--- src/hw/rtl/sha_pkg.sv ---
package sha_pkg;

    localparam int unsigned WordW   = 32;
    localparam int unsigned Rounds  = 64;
    localparam int unsigned BlockWd = 16;

    // pad word that follows a message ending on a word boundary
    localparam logic [WordW-1:0] PadWord = 32'h8000_0000;

    // control from the padding sequencer to the compression unit
    typedef struct packed {
        logic             load;
        logic [WordW-1:0] word;
        logic             start;
        logic             chain_init;
    } t_cmp_ctl;

    // status back from the compression unit
    typedef struct packed {
        logic done;
    } t_cmp_sts;

    typedef logic [7:0][WordW-1:0] t_chain;

    function automatic logic [WordW-1:0] rotr(input logic [WordW-1:0] x, input int unsigned n);
        rotr = (x >> n) | (x << (WordW - n));
    endfunction

    function automatic logic [WordW-1:0] big_sig0(input logic [WordW-1:0] x);
        big_sig0 = rotr(x, 2) ^ rotr(x, 13) ^ rotr(x, 22);
    endfunction

    function automatic logic [WordW-1:0] big_sig1(input logic [WordW-1:0] x);
        big_sig1 = rotr(x, 6) ^ rotr(x, 11) ^ rotr(x, 25);
    endfunction

    function automatic logic [WordW-1:0] small_sig0(input logic [WordW-1:0] x);
        small_sig0 = rotr(x, 7) ^ rotr(x, 18) ^ (x >> 3);
    endfunction

    function automatic logic [WordW-1:0] small_sig1(input logic [WordW-1:0] x);
        small_sig1 = rotr(x, 17) ^ rotr(x, 19) ^ (x >> 10);
    endfunction

    // initial hash values
    function automatic logic [WordW-1:0] hash_iv(input logic [2:0] idx);
        case (idx)
            3'd0:    hash_iv = 32'h6a09e667;
            3'd1:    hash_iv = 32'hbb67ae85;
            3'd2:    hash_iv = 32'h3c6ef372;
            3'd3:    hash_iv = 32'ha54ff53a;
            3'd4:    hash_iv = 32'h510e527f;
            3'd5:    hash_iv = 32'h9b05688c;
            3'd6:    hash_iv = 32'h1f83d9ab;
            default: hash_iv = 32'h5be0cd19;
        endcase
    endfunction

    // round constants
    function automatic logic [WordW-1:0] round_k(input logic [5:0] idx);
        case (idx)
            6'd0:  round_k = 32'h428a2f98;  6'd1:  round_k = 32'h71374491;
            6'd2:  round_k = 32'hb5c0fbcf;  6'd3:  round_k = 32'he9b5dba5;
            6'd4:  round_k = 32'h3956c25b;  6'd5:  round_k = 32'h59f111f1;
            6'd6:  round_k = 32'h923f82a4;  6'd7:  round_k = 32'hab1c5ed5;
            6'd8:  round_k = 32'hd807aa98;  6'd9:  round_k = 32'h12835b01;
            6'd10: round_k = 32'h243185be;  6'd11: round_k = 32'h550c7dc3;
            6'd12: round_k = 32'h72be5d74;  6'd13: round_k = 32'h80deb1fe;
            6'd14: round_k = 32'h9bdc06a7;  6'd15: round_k = 32'hc19bf174;
            6'd16: round_k = 32'he49b69c1;  6'd17: round_k = 32'hefbe4786;
            6'd18: round_k = 32'h0fc19dc6;  6'd19: round_k = 32'h240ca1cc;
            6'd20: round_k = 32'h2de92c6f;  6'd21: round_k = 32'h4a7484aa;
            6'd22: round_k = 32'h5cb0a9dc;  6'd23: round_k = 32'h76f988da;
            6'd24: round_k = 32'h983e5152;  6'd25: round_k = 32'ha831c66d;
            6'd26: round_k = 32'hb00327c8;  6'd27: round_k = 32'hbf597fc7;
            6'd28: round_k = 32'hc6e00bf3;  6'd29: round_k = 32'hd5a79147;
            6'd30: round_k = 32'h06ca6351;  6'd31: round_k = 32'h14292967;
            6'd32: round_k = 32'h27b70a85;  6'd33: round_k = 32'h2e1b2138;
            6'd34: round_k = 32'h4d2c6dfc;  6'd35: round_k = 32'h53380d13;
            6'd36: round_k = 32'h650a7354;  6'd37: round_k = 32'h766a0abb;
            6'd38: round_k = 32'h81c2c92e;  6'd39: round_k = 32'h92722c85;
            6'd40: round_k = 32'ha2bfe8a1;  6'd41: round_k = 32'ha81a664b;
            6'd42: round_k = 32'hc24b8b70;  6'd43: round_k = 32'hc76c51a3;
            6'd44: round_k = 32'hd192e819;  6'd45: round_k = 32'hd6990624;
            6'd46: round_k = 32'hf40e3585;  6'd47: round_k = 32'h106aa070;
            6'd48: round_k = 32'h19a4c116;  6'd49: round_k = 32'h1e376c08;
            6'd50: round_k = 32'h2748774c;  6'd51: round_k = 32'h34b0bcb5;
            6'd52: round_k = 32'h391c0cb3;  6'd53: round_k = 32'h4ed8aa4a;
            6'd54: round_k = 32'h5b9cca4f;  6'd55: round_k = 32'h682e6ff3;
            6'd56: round_k = 32'h748f82ee;  6'd57: round_k = 32'h78a5636f;
            6'd58: round_k = 32'h84c87814;  6'd59: round_k = 32'h8cc70208;
            6'd60: round_k = 32'h90befffa;  6'd61: round_k = 32'ha4506ceb;
            6'd62: round_k = 32'hbef9a3f7;  default: round_k = 32'hc67178f2;
        endcase
    endfunction

endpackage

--- src/hw/rtl/sha_compress.sv ---
module sha_compress import sha_pkg::*; (
    input  logic     i_clk,
    input  logic     i_rst_n,
    input  t_cmp_ctl i_ctl,
    output t_cmp_sts o_sts,
    output t_chain   o_chain
);

    t_chain                     r_chain;
    t_chain                     r_var;
    logic [BlockWd-1:0][WordW-1:0] r_win;
    logic                       r_busy;
    logic                       r_add;
    logic                       r_done;
    logic [5:0]                 r_round;

    logic [WordW-1:0] new_w;
    logic [WordW-1:0] t1;
    logic [WordW-1:0] t2;
    logic [WordW-1:0] ch;
    logic [WordW-1:0] maj;

    // schedule: window slot 0 holds the current round word
    assign new_w = small_sig1(r_win[14]) + r_win[9] + small_sig0(r_win[1]) + r_win[0];

    // one round of the shared round unit
    assign ch  = (r_var[4] & r_var[5]) ^ (~r_var[4] & r_var[6]);
    assign maj = (r_var[0] & r_var[1]) ^ (r_var[0] & r_var[2]) ^ (r_var[1] & r_var[2]);
    assign t1  = r_var[7] + big_sig1(r_var[4]) + ch + round_k(r_round) + r_win[0];
    assign t2  = big_sig0(r_var[0]) + maj;

    // round sequencer and chaining value
    always_ff @(posedge i_clk) begin
        if (!i_rst_n) begin
            r_busy  <= 1'b0;
            r_add   <= 1'b0;
            r_done  <= 1'b0;
            r_round <= '0;
            for (int i = 0; i < 8; i++) begin
                r_chain[i] <= hash_iv(3'(i));
            end
        end else begin
            r_done <= 1'b0;
            if (i_ctl.chain_init) begin
                for (int i = 0; i < 8; i++) begin
                    r_chain[i] <= hash_iv(3'(i));
                end
            end
            if (i_ctl.start) begin
                r_busy  <= 1'b1;
                r_round <= '0;
            end else if (r_busy) begin
                r_round <= r_round + 6'd1;
                if (r_round == 6'(Rounds - 1)) begin
                    r_busy <= 1'b0;
                    r_add  <= 1'b1;
                end
            end else if (r_add) begin
                r_add  <= 1'b0;
                r_done <= 1'b1;
                for (int i = 0; i < 8; i++) begin
                    r_chain[i] <= r_chain[i] + r_var[i];
                end
            end
        end
    end

    // window shift and working variables
    always_ff @(posedge i_clk) begin
        if (i_ctl.load) begin
            r_win <= {i_ctl.word, r_win[BlockWd-1:1]};
        end else if (r_busy) begin
            r_win <= {new_w, r_win[BlockWd-1:1]};
        end
        if (i_ctl.start) begin
            r_var <= r_chain;
        end else if (r_busy) begin
            r_var[7] <= r_var[6];
            r_var[6] <= r_var[5];
            r_var[5] <= r_var[4];
            r_var[4] <= r_var[3] + t1;
            r_var[3] <= r_var[2];
            r_var[2] <= r_var[1];
            r_var[1] <= r_var[0];
            r_var[0] <= t1 + t2;
        end
    end

    assign o_sts.done = r_done;
    assign o_chain    = r_chain;

endmodule

--- src/hw/rtl/sha256_hash_core.sv ---
// non-final item: pushed into the window when accepted; an item that fills a 16-word block
// then takes 64 rounds on the shared round unit, one chaining add and one handoff
// final item: pad words are pushed in turn, each block that padding produces is compressed,
// then the eight digest items, one per cycle when the sink is ready
// sustained rate is set by one round per cycle; no item is accepted while a block is compressed
// reset: synchronous active low, chaining value to the initial hash, block idle
module sha256_hash_core import sha_pkg::*; (
    input  logic        i_clk,
    input  logic        i_rst_n,
    input  logic        i_in_valid,
    output logic        o_in_ready,
    input  logic [31:0] i_message_word,
    input  logic [2:0]  i_valid_bytes,
    input  logic        i_final_word,
    output logic        o_out_valid,
    input  logic        i_out_ready,
    output logic [31:0] o_digest_word,
    output logic        o_digest_last
);

    typedef enum logic [3:0] {
        S_IDLE = 4'b0001,
        S_PAD  = 4'b0010,
        S_BUSY = 4'b0100,
        S_OUT  = 4'b1000
    } t_state;

    t_state      r_state;
    logic [3:0]  r_cnt;
    logic [63:0] r_len;
    logic        r_fin;
    logic        r_need80;
    logic        r_hi_done;
    logic        r_lo_done;
    logic [2:0]  r_idx;

    logic             in_acc;
    logic             out_acc;
    logic             push;
    logic [WordW-1:0] pword;
    logic [2:0]       nb;
    logic [WordW-1:0] fin_word;
    logic [6:0]       len_add;
    t_cmp_ctl         ctl;
    t_cmp_sts         sts;
    t_chain           chain;

    assign o_in_ready  = (r_state == S_IDLE);
    assign in_acc      = i_in_valid & o_in_ready;
    assign o_out_valid = (r_state == S_OUT);
    assign out_acc     = o_out_valid & i_out_ready;

    // clamp byte count and place the pad byte on a final item
    assign nb = (i_valid_bytes > 3'd4) ? 3'd4 : i_valid_bytes;
    always_comb begin
        case (nb)
            3'd0:    fin_word = PadWord;
            3'd1:    fin_word = {i_message_word[31:24], 24'h80_0000};
            3'd2:    fin_word = {i_message_word[31:16], 16'h8000};
            3'd3:    fin_word = {i_message_word[31:8], 8'h80};
            default: fin_word = i_message_word;
        endcase
    end
    assign len_add = i_final_word ? {1'b0, nb, 3'b000} : 7'd32;

    // word pushed into the schedule window this cycle
    always_comb begin
        push  = 1'b0;
        pword = '0;
        if (in_acc) begin
            push  = 1'b1;
            pword = i_final_word ? fin_word : i_message_word;
        end else if (r_state == S_PAD) begin
            push = 1'b1;
            if (r_need80) begin
                pword = PadWord;
            end else if (r_hi_done) begin
                pword = r_len[31:0];
            end else if (r_cnt == 4'd14) begin
                pword = r_len[63:32];
            end
        end
    end

    assign ctl.load       = push;
    assign ctl.word       = pword;
    assign ctl.start      = push && (r_cnt == 4'(BlockWd - 1));
    assign ctl.chain_init = out_acc && (r_idx == 3'd7);

    sha_compress u_compress (
        .i_clk   (i_clk),
        .i_rst_n (i_rst_n),
        .i_ctl   (ctl),
        .o_sts   (sts),
        .o_chain (chain)
    );

    // padding sequencer
    always_ff @(posedge i_clk) begin
        if (!i_rst_n) begin
            r_state   <= S_IDLE;
            r_cnt     <= '0;
            r_len     <= '0;
            r_fin     <= 1'b0;
            r_need80  <= 1'b0;
            r_hi_done <= 1'b0;
            r_lo_done <= 1'b0;
            r_idx     <= '0;
        end else begin
            if (push) begin
                r_cnt <= r_cnt + 4'd1;
            end
            unique case (r_state)
                S_IDLE: begin
                    if (in_acc) begin
                        r_len    <= r_len + 64'(len_add);
                        r_fin    <= i_final_word;
                        r_need80 <= i_final_word && (nb == 3'd4);
                        if (ctl.start) begin
                            r_state <= S_BUSY;
                        end else if (i_final_word) begin
                            r_state <= S_PAD;
                        end
                    end
                end
                S_PAD: begin
                    if (r_need80) begin
                        r_need80 <= 1'b0;
                    end else if (r_hi_done) begin
                        r_lo_done <= 1'b1;
                    end else if (r_cnt == 4'd14) begin
                        r_hi_done <= 1'b1;
                    end
                    if (ctl.start) begin
                        r_state <= S_BUSY;
                    end
                end
                S_BUSY: begin
                    if (sts.done) begin
                        if (r_lo_done) begin
                            r_state <= S_OUT;
                        end else if (r_fin) begin
                            r_state <= S_PAD;
                        end else begin
                            r_state <= S_IDLE;
                        end
                    end
                end
                S_OUT: begin
                    if (out_acc) begin
                        r_idx <= r_idx + 3'd1;
                        if (r_idx == 3'd7) begin
                            r_state   <= S_IDLE;
                            r_len     <= '0;
                            r_fin     <= 1'b0;
                            r_hi_done <= 1'b0;
                            r_lo_done <= 1'b0;
                        end
                    end
                end
                default: r_state <= S_IDLE;
            endcase
        end
    end

    // digest items straight from the held chaining value
    assign o_digest_word = chain[r_idx];
    assign o_digest_last = (r_idx == 3'd7);

endmodule
--- config.mk ---
export PLATFORM = sky130hd
export DESIGN_NAME = sha256_hash_core
export DESIGN_NICKNAME = d
export VERILOG_FILES = /design/src/hw/rtl/sha_pkg.sv /design/src/hw/rtl/sha_compress.sv /design/src/hw/rtl/sha256_hash_core.sv
export SDC_FILE = /design/constraint.sdc
export NUM_CORES = 2
export LEC_CHECK = 0
export ABC_AREA = 0
export BUFFER_PORTS_ARGS = -buffer_cell sky130_fd_sc_hd__buf_2
export CAP_MARGIN = 20
export CORE_ASPECT_RATIO = 1.4
export CORE_MARGIN = 2
export CORE_UTILIZATION = 30
export DETAILED_ROUTE_END_ITERATION = 10
export SLEW_MARGIN = 30
export SYNTH_ARGS = -nofsm -noshare
export SYNTH_HDL_FRONTEND = slang
export SYNTH_HIERARCHICAL = 1
export SYNTH_SLANG_ARGS = --single-unit
--- constraint.sdc ---
create_clock -name i_clk -period 20.8 [get_ports i_clk]
set_input_delay 2.08 -clock i_clk [delete_from_list [all_inputs] [get_ports i_clk]]
set_output_delay 2.08 -clock i_clk [all_outputs]
set_load 0.005 [all_outputs]
==> results.md <==
- STA puts the critical path data required time at 21.31 ns.
- The number of top-level pins is 75.
- Across all register-to-register paths, the minimum setup slack is 12.14 ns.
- Of all nets on the critical path, the largest fanout is 7.
- The final-layout fill cell count is 23.7k.
- At the later pin of the worst-skew pair, clock insertion delay measures 0.80 ns.
- The number of warning messages in the yosys log is 6.
- The area share of the largest cell type after synthesis is 32.5%.
- The highest-delay cell along the critical path is a31oi_1.
- The worst min-delay path category is reg2reg.
- By startpoint and endpoint, the worst setup path is classified as reg2reg.
- Summed over all nets, the switching power comes to 5.97 mW.
- Summing over every cut layer, the via total after detailed routing is 53.3k.
- The number of cells upsized or downsized after cts is 0.
- The final clock period utilization by the worst path is 41.6%.
- The number of different library cells used by synthesis comes to 109.
- The routed design has 240000 µm of wire.
- Yosys attributes the largest share of cell area to edfxtp_1 (32%), dfxtp_1 (11%), ha_1 (7.0%).
- Setup repair after global routing left no endpoint under its margin.
- Summing the sequential cell areas from Yosys gives 43.0% of the chip area.
- The initial core utilization is 30.1%.
- The via count of the first global-routing pass is 53.4k.
- Clock tree synthesis inserted a total of 120 buffers.
- The net total in the final layout is 7362.
- The worst pin sits at a relative slew slack of 21.4%.
- The global-route wire length before repair is 352000 µm.
- A synthesized cell averages 10.5 µm².
- The internal power of the cells totals 7.59 mW.
- After clock tree synthesis, the clock-pin slew on the worst setup and hold paths is 0.06 ns.
- The die is 415 µm wide.
- In the routed layout, each cell is associated on average with a via count of 5.37.
- The number of H-tree branching levels is 3.
- Per report_power, the sequential group accounts for 26.1% of the total.
- The post-detailed-placement half-perimeter wirelength is 179000 µm.
- Relative to the synthesized area, the layout overhead comes to 10.8%.
- Buffers placed on the I/O ports in this run total 74.
- The most instantiated flip-flop cell in the synthesis netlist is edfxtp_1.
- The post-route setup TNS is 0 ns.
- The worst setup path is captured at a register.
- The critical path launch point type is a register.
- The root buffer cell chosen for the clock tree is clkbuf_16.
- Summed over all cells, the static leakage comes to 29.6 nW.
- The number of buffer and inverter stages on the critical path is 5.
- After clock tree synthesis, the setup repair step added 0 buffers.
- The number of rows in the core area is 211.
- Routability-driven placement finished with a final weighted congestion of 0.946.
- The floorplan step defined a die boundary enclosing 241000 µm².
- Max-cap violations in this run came to 0.
- The ratio of cells with drive above 1 in the final layout is 10.5%.
- The net switching share of the total power is 44.0%.
- The transition time at the pin with the least slew margin is 1.18 ns.
- The gate count of the mapped netlist is 6797.
- The flow ran to the end, and the final reports show no timing, DRC or antenna violations.
- The total routing usage reported by global routing is 19.3%.
- The cell seen most often among critical-path stages is inv_1.
- The logic gate share of total power is 57.7%.
- The DRC violation total after the first TritonRoute iteration is 4815.
- The clock share of power is 16.2%.
- The synthesized net count is 7430.
- The leading cell type in the layout, fill and taps excluded is edfxtp_1.
- The clock tree from TritonCTS is yes.
- The stage delay of the slowest cell on the critical path is 0.63 ns.
- The count of endpoints failing hold in the final timing report is 0.
- The number of clock sinks is 1141.
- Entering global routing, the biggest net connects 103 pins.
- The proportion of synthesized flip-flops having asynchronous set or reset is 0%.
- Counting flops with a built-in enable in the synthesized netlist gives 768.
- Setup violations remaining at the end of the flow were counted as 0.
- The cell type contributing the most total cell area after synthesis is edfxtp_1.
- The height of the die is 580 µm.
- Dividing total power by cell area gives a power density of 172 nW/µm².
- The fmax is 115 MHz.
- The number of pins with negative max-slew slack in the final report is 0.
- The number of hold buffers added after CTS was 0.
- On the critical path the largest part of the delay comes from compound AO/OA/AOI/OAI gates.
- The average wire length per cell after detail routing is 24.2 µm.
- Hold is met by 0.349 ns.
- The number of iterations in the first detailed-routing pass is 5.
- For this run, design rule violations remaining after detail routing come to 0.
- Leaving out fill and tap cells, the most frequent cells in the layout are edfxtp_1 (768), o21ai_0 (517), inv_1 (499).
- Across the routed clock network, the largest skew measured is 0.0726 ns.
- Across the VDD grid, the largest voltage drop is 260 µV.
- The post-synth design cell area is 71100 µm².
- No sink is reached through more buffers than the 3 on the longest clock path.
- The number of antenna violations at the first check in global routing is 2.
- In this run, synthesis produced a sequential element count of 1141.
- The data arrival at the endpoint of the critical path is 9.17 ns.
- After floorplanning, the core was sized to cover 236000 µm².
- After global routing the overflow that remains totals 0.
- In this run the remaining antenna-violating nets after routing total 0.
- The final critical-path required period is 8.66 ns.
kinds of logic (layout without fill, tap and decap cells):
kind of cell / count (synthesis) / in the layout / share of synthesized area [%]
adder cells (fa/ha/maj): 597 / 597 / 12.6
XOR/XNOR: 599 / 599 / 7.38
other: 0 / 3 / 0
buffers and inverters: 838 / 872 / 4.45
flip-flops: 1141 / 1141 / 43.0
multiplexers: 337 / 337 / 6.31
AO/OA/AOI/OAI: 1796 / 1796 / 15.9
AND/OR/NAND/NOR: 1489 / 1489 / 10.4
power groups by stage:
stage / sequential [mW] / combinational [mW] / clock (mW)
after CTS: 3.54 / 7.75 / 2.24
final: 3.54 / 7.83 / 2.20
after detailed placement: 3.59 / 7.66 / 0
after floorplan: 3.55 / 5.55 / 0
after global placement: 3.58 / 7.55 / 0
after global routing: 3.56 / 8.69 / 2.33
layer usage:
metal	wire, µm	part of all wire (%)	vias up	global-route usage (%)
met1	90100	38	26500	21.7
met3	11500	4.8	519	2.16
met2	121000	50	1916	34.3
li1	-	-	24400	-
met4	17900	7.4	0	12.9
met5	0	0	-	0
synth_stat cells, drive strengths merged (27+ instances only):
cell and count:
xor2 246, nand4 43, o211ai 55, and3 43, a21oi 434, clkbuf 293
xnor2 353, a211oi 54, a31oi 54, edfxtp 768, dfxtp 373, nand2b 60
buf 40, fa 196, o21a 83, o311ai 27, o21ai 569, nand3b 60
a21o 187, nand2 420, nor2 340, nand3 98, o31ai 48, mux2 238
or3 35, a22oi 38, o21bai 46, nor2b 55, mux4 65, nor3 141
ha 397, mux2i 34, inv 504, and2 81
registers in the layout, summed over array words and instances, names as in the netlist, named ones only:
register and count:
r_state 4, u_compress/r_add 1, r_fin 1, r_cnt 4
u_compress/r_var 256, r_hi_done 1, u_compress/o_sts 1, r_len 61
u_compress/o_chain 256, u_compress/r_win 512, u_compress/r_busy 1, u_compress/r_round 6
r_lo_done 1, r_idx 3, r_need80 1
per-stage QoR:
stage	setup slack (ns)	cells	util [%]	area [µm²]	power, mW
2_1_floorplan	10.42	6797	-	71100	9.10
3_3_place_gp	12.26	9694	31.7	74700	11.1
3_5_place_dp	12.26	9695	31.7	74700	11.2
4_1_cts	12.23	9919	33.4	78700	13.5
5_1_grt	11.76	9920	33.4	78700	14.6
6_report	12.14	9922	33.4	78700	13.6
path summary, 6_finish.rpt:
check | from | end | depth (start not counted)
max | u_compress/r_var[130] | u_compress/r_var[30] | 33
min | u_compress/r_win[440] | u_compress/r_win[408] | 0
max reg2reg | u_compress/r_var[130] | u_compress/r_var[30] | 33
min reg2reg | u_compress/r_win[440] | u_compress/r_win[408] | 0
final cells by class:
cell class              count  area (µm²)  share of cell area, %
multi-input cells        4818       37500                   47.6
flip-flops and latches   1141       30500                   38.8
well taps                3088        3860                   4.91
clock buffers             155        3320                   4.22
inverters                 505        1900                   2.42
repair buffers            143         935                   1.19
clock inverters            69         674                  0.857
diodes                      3        7.51                0.00954
Note: power is estimated with default switching activity, not from simulation.
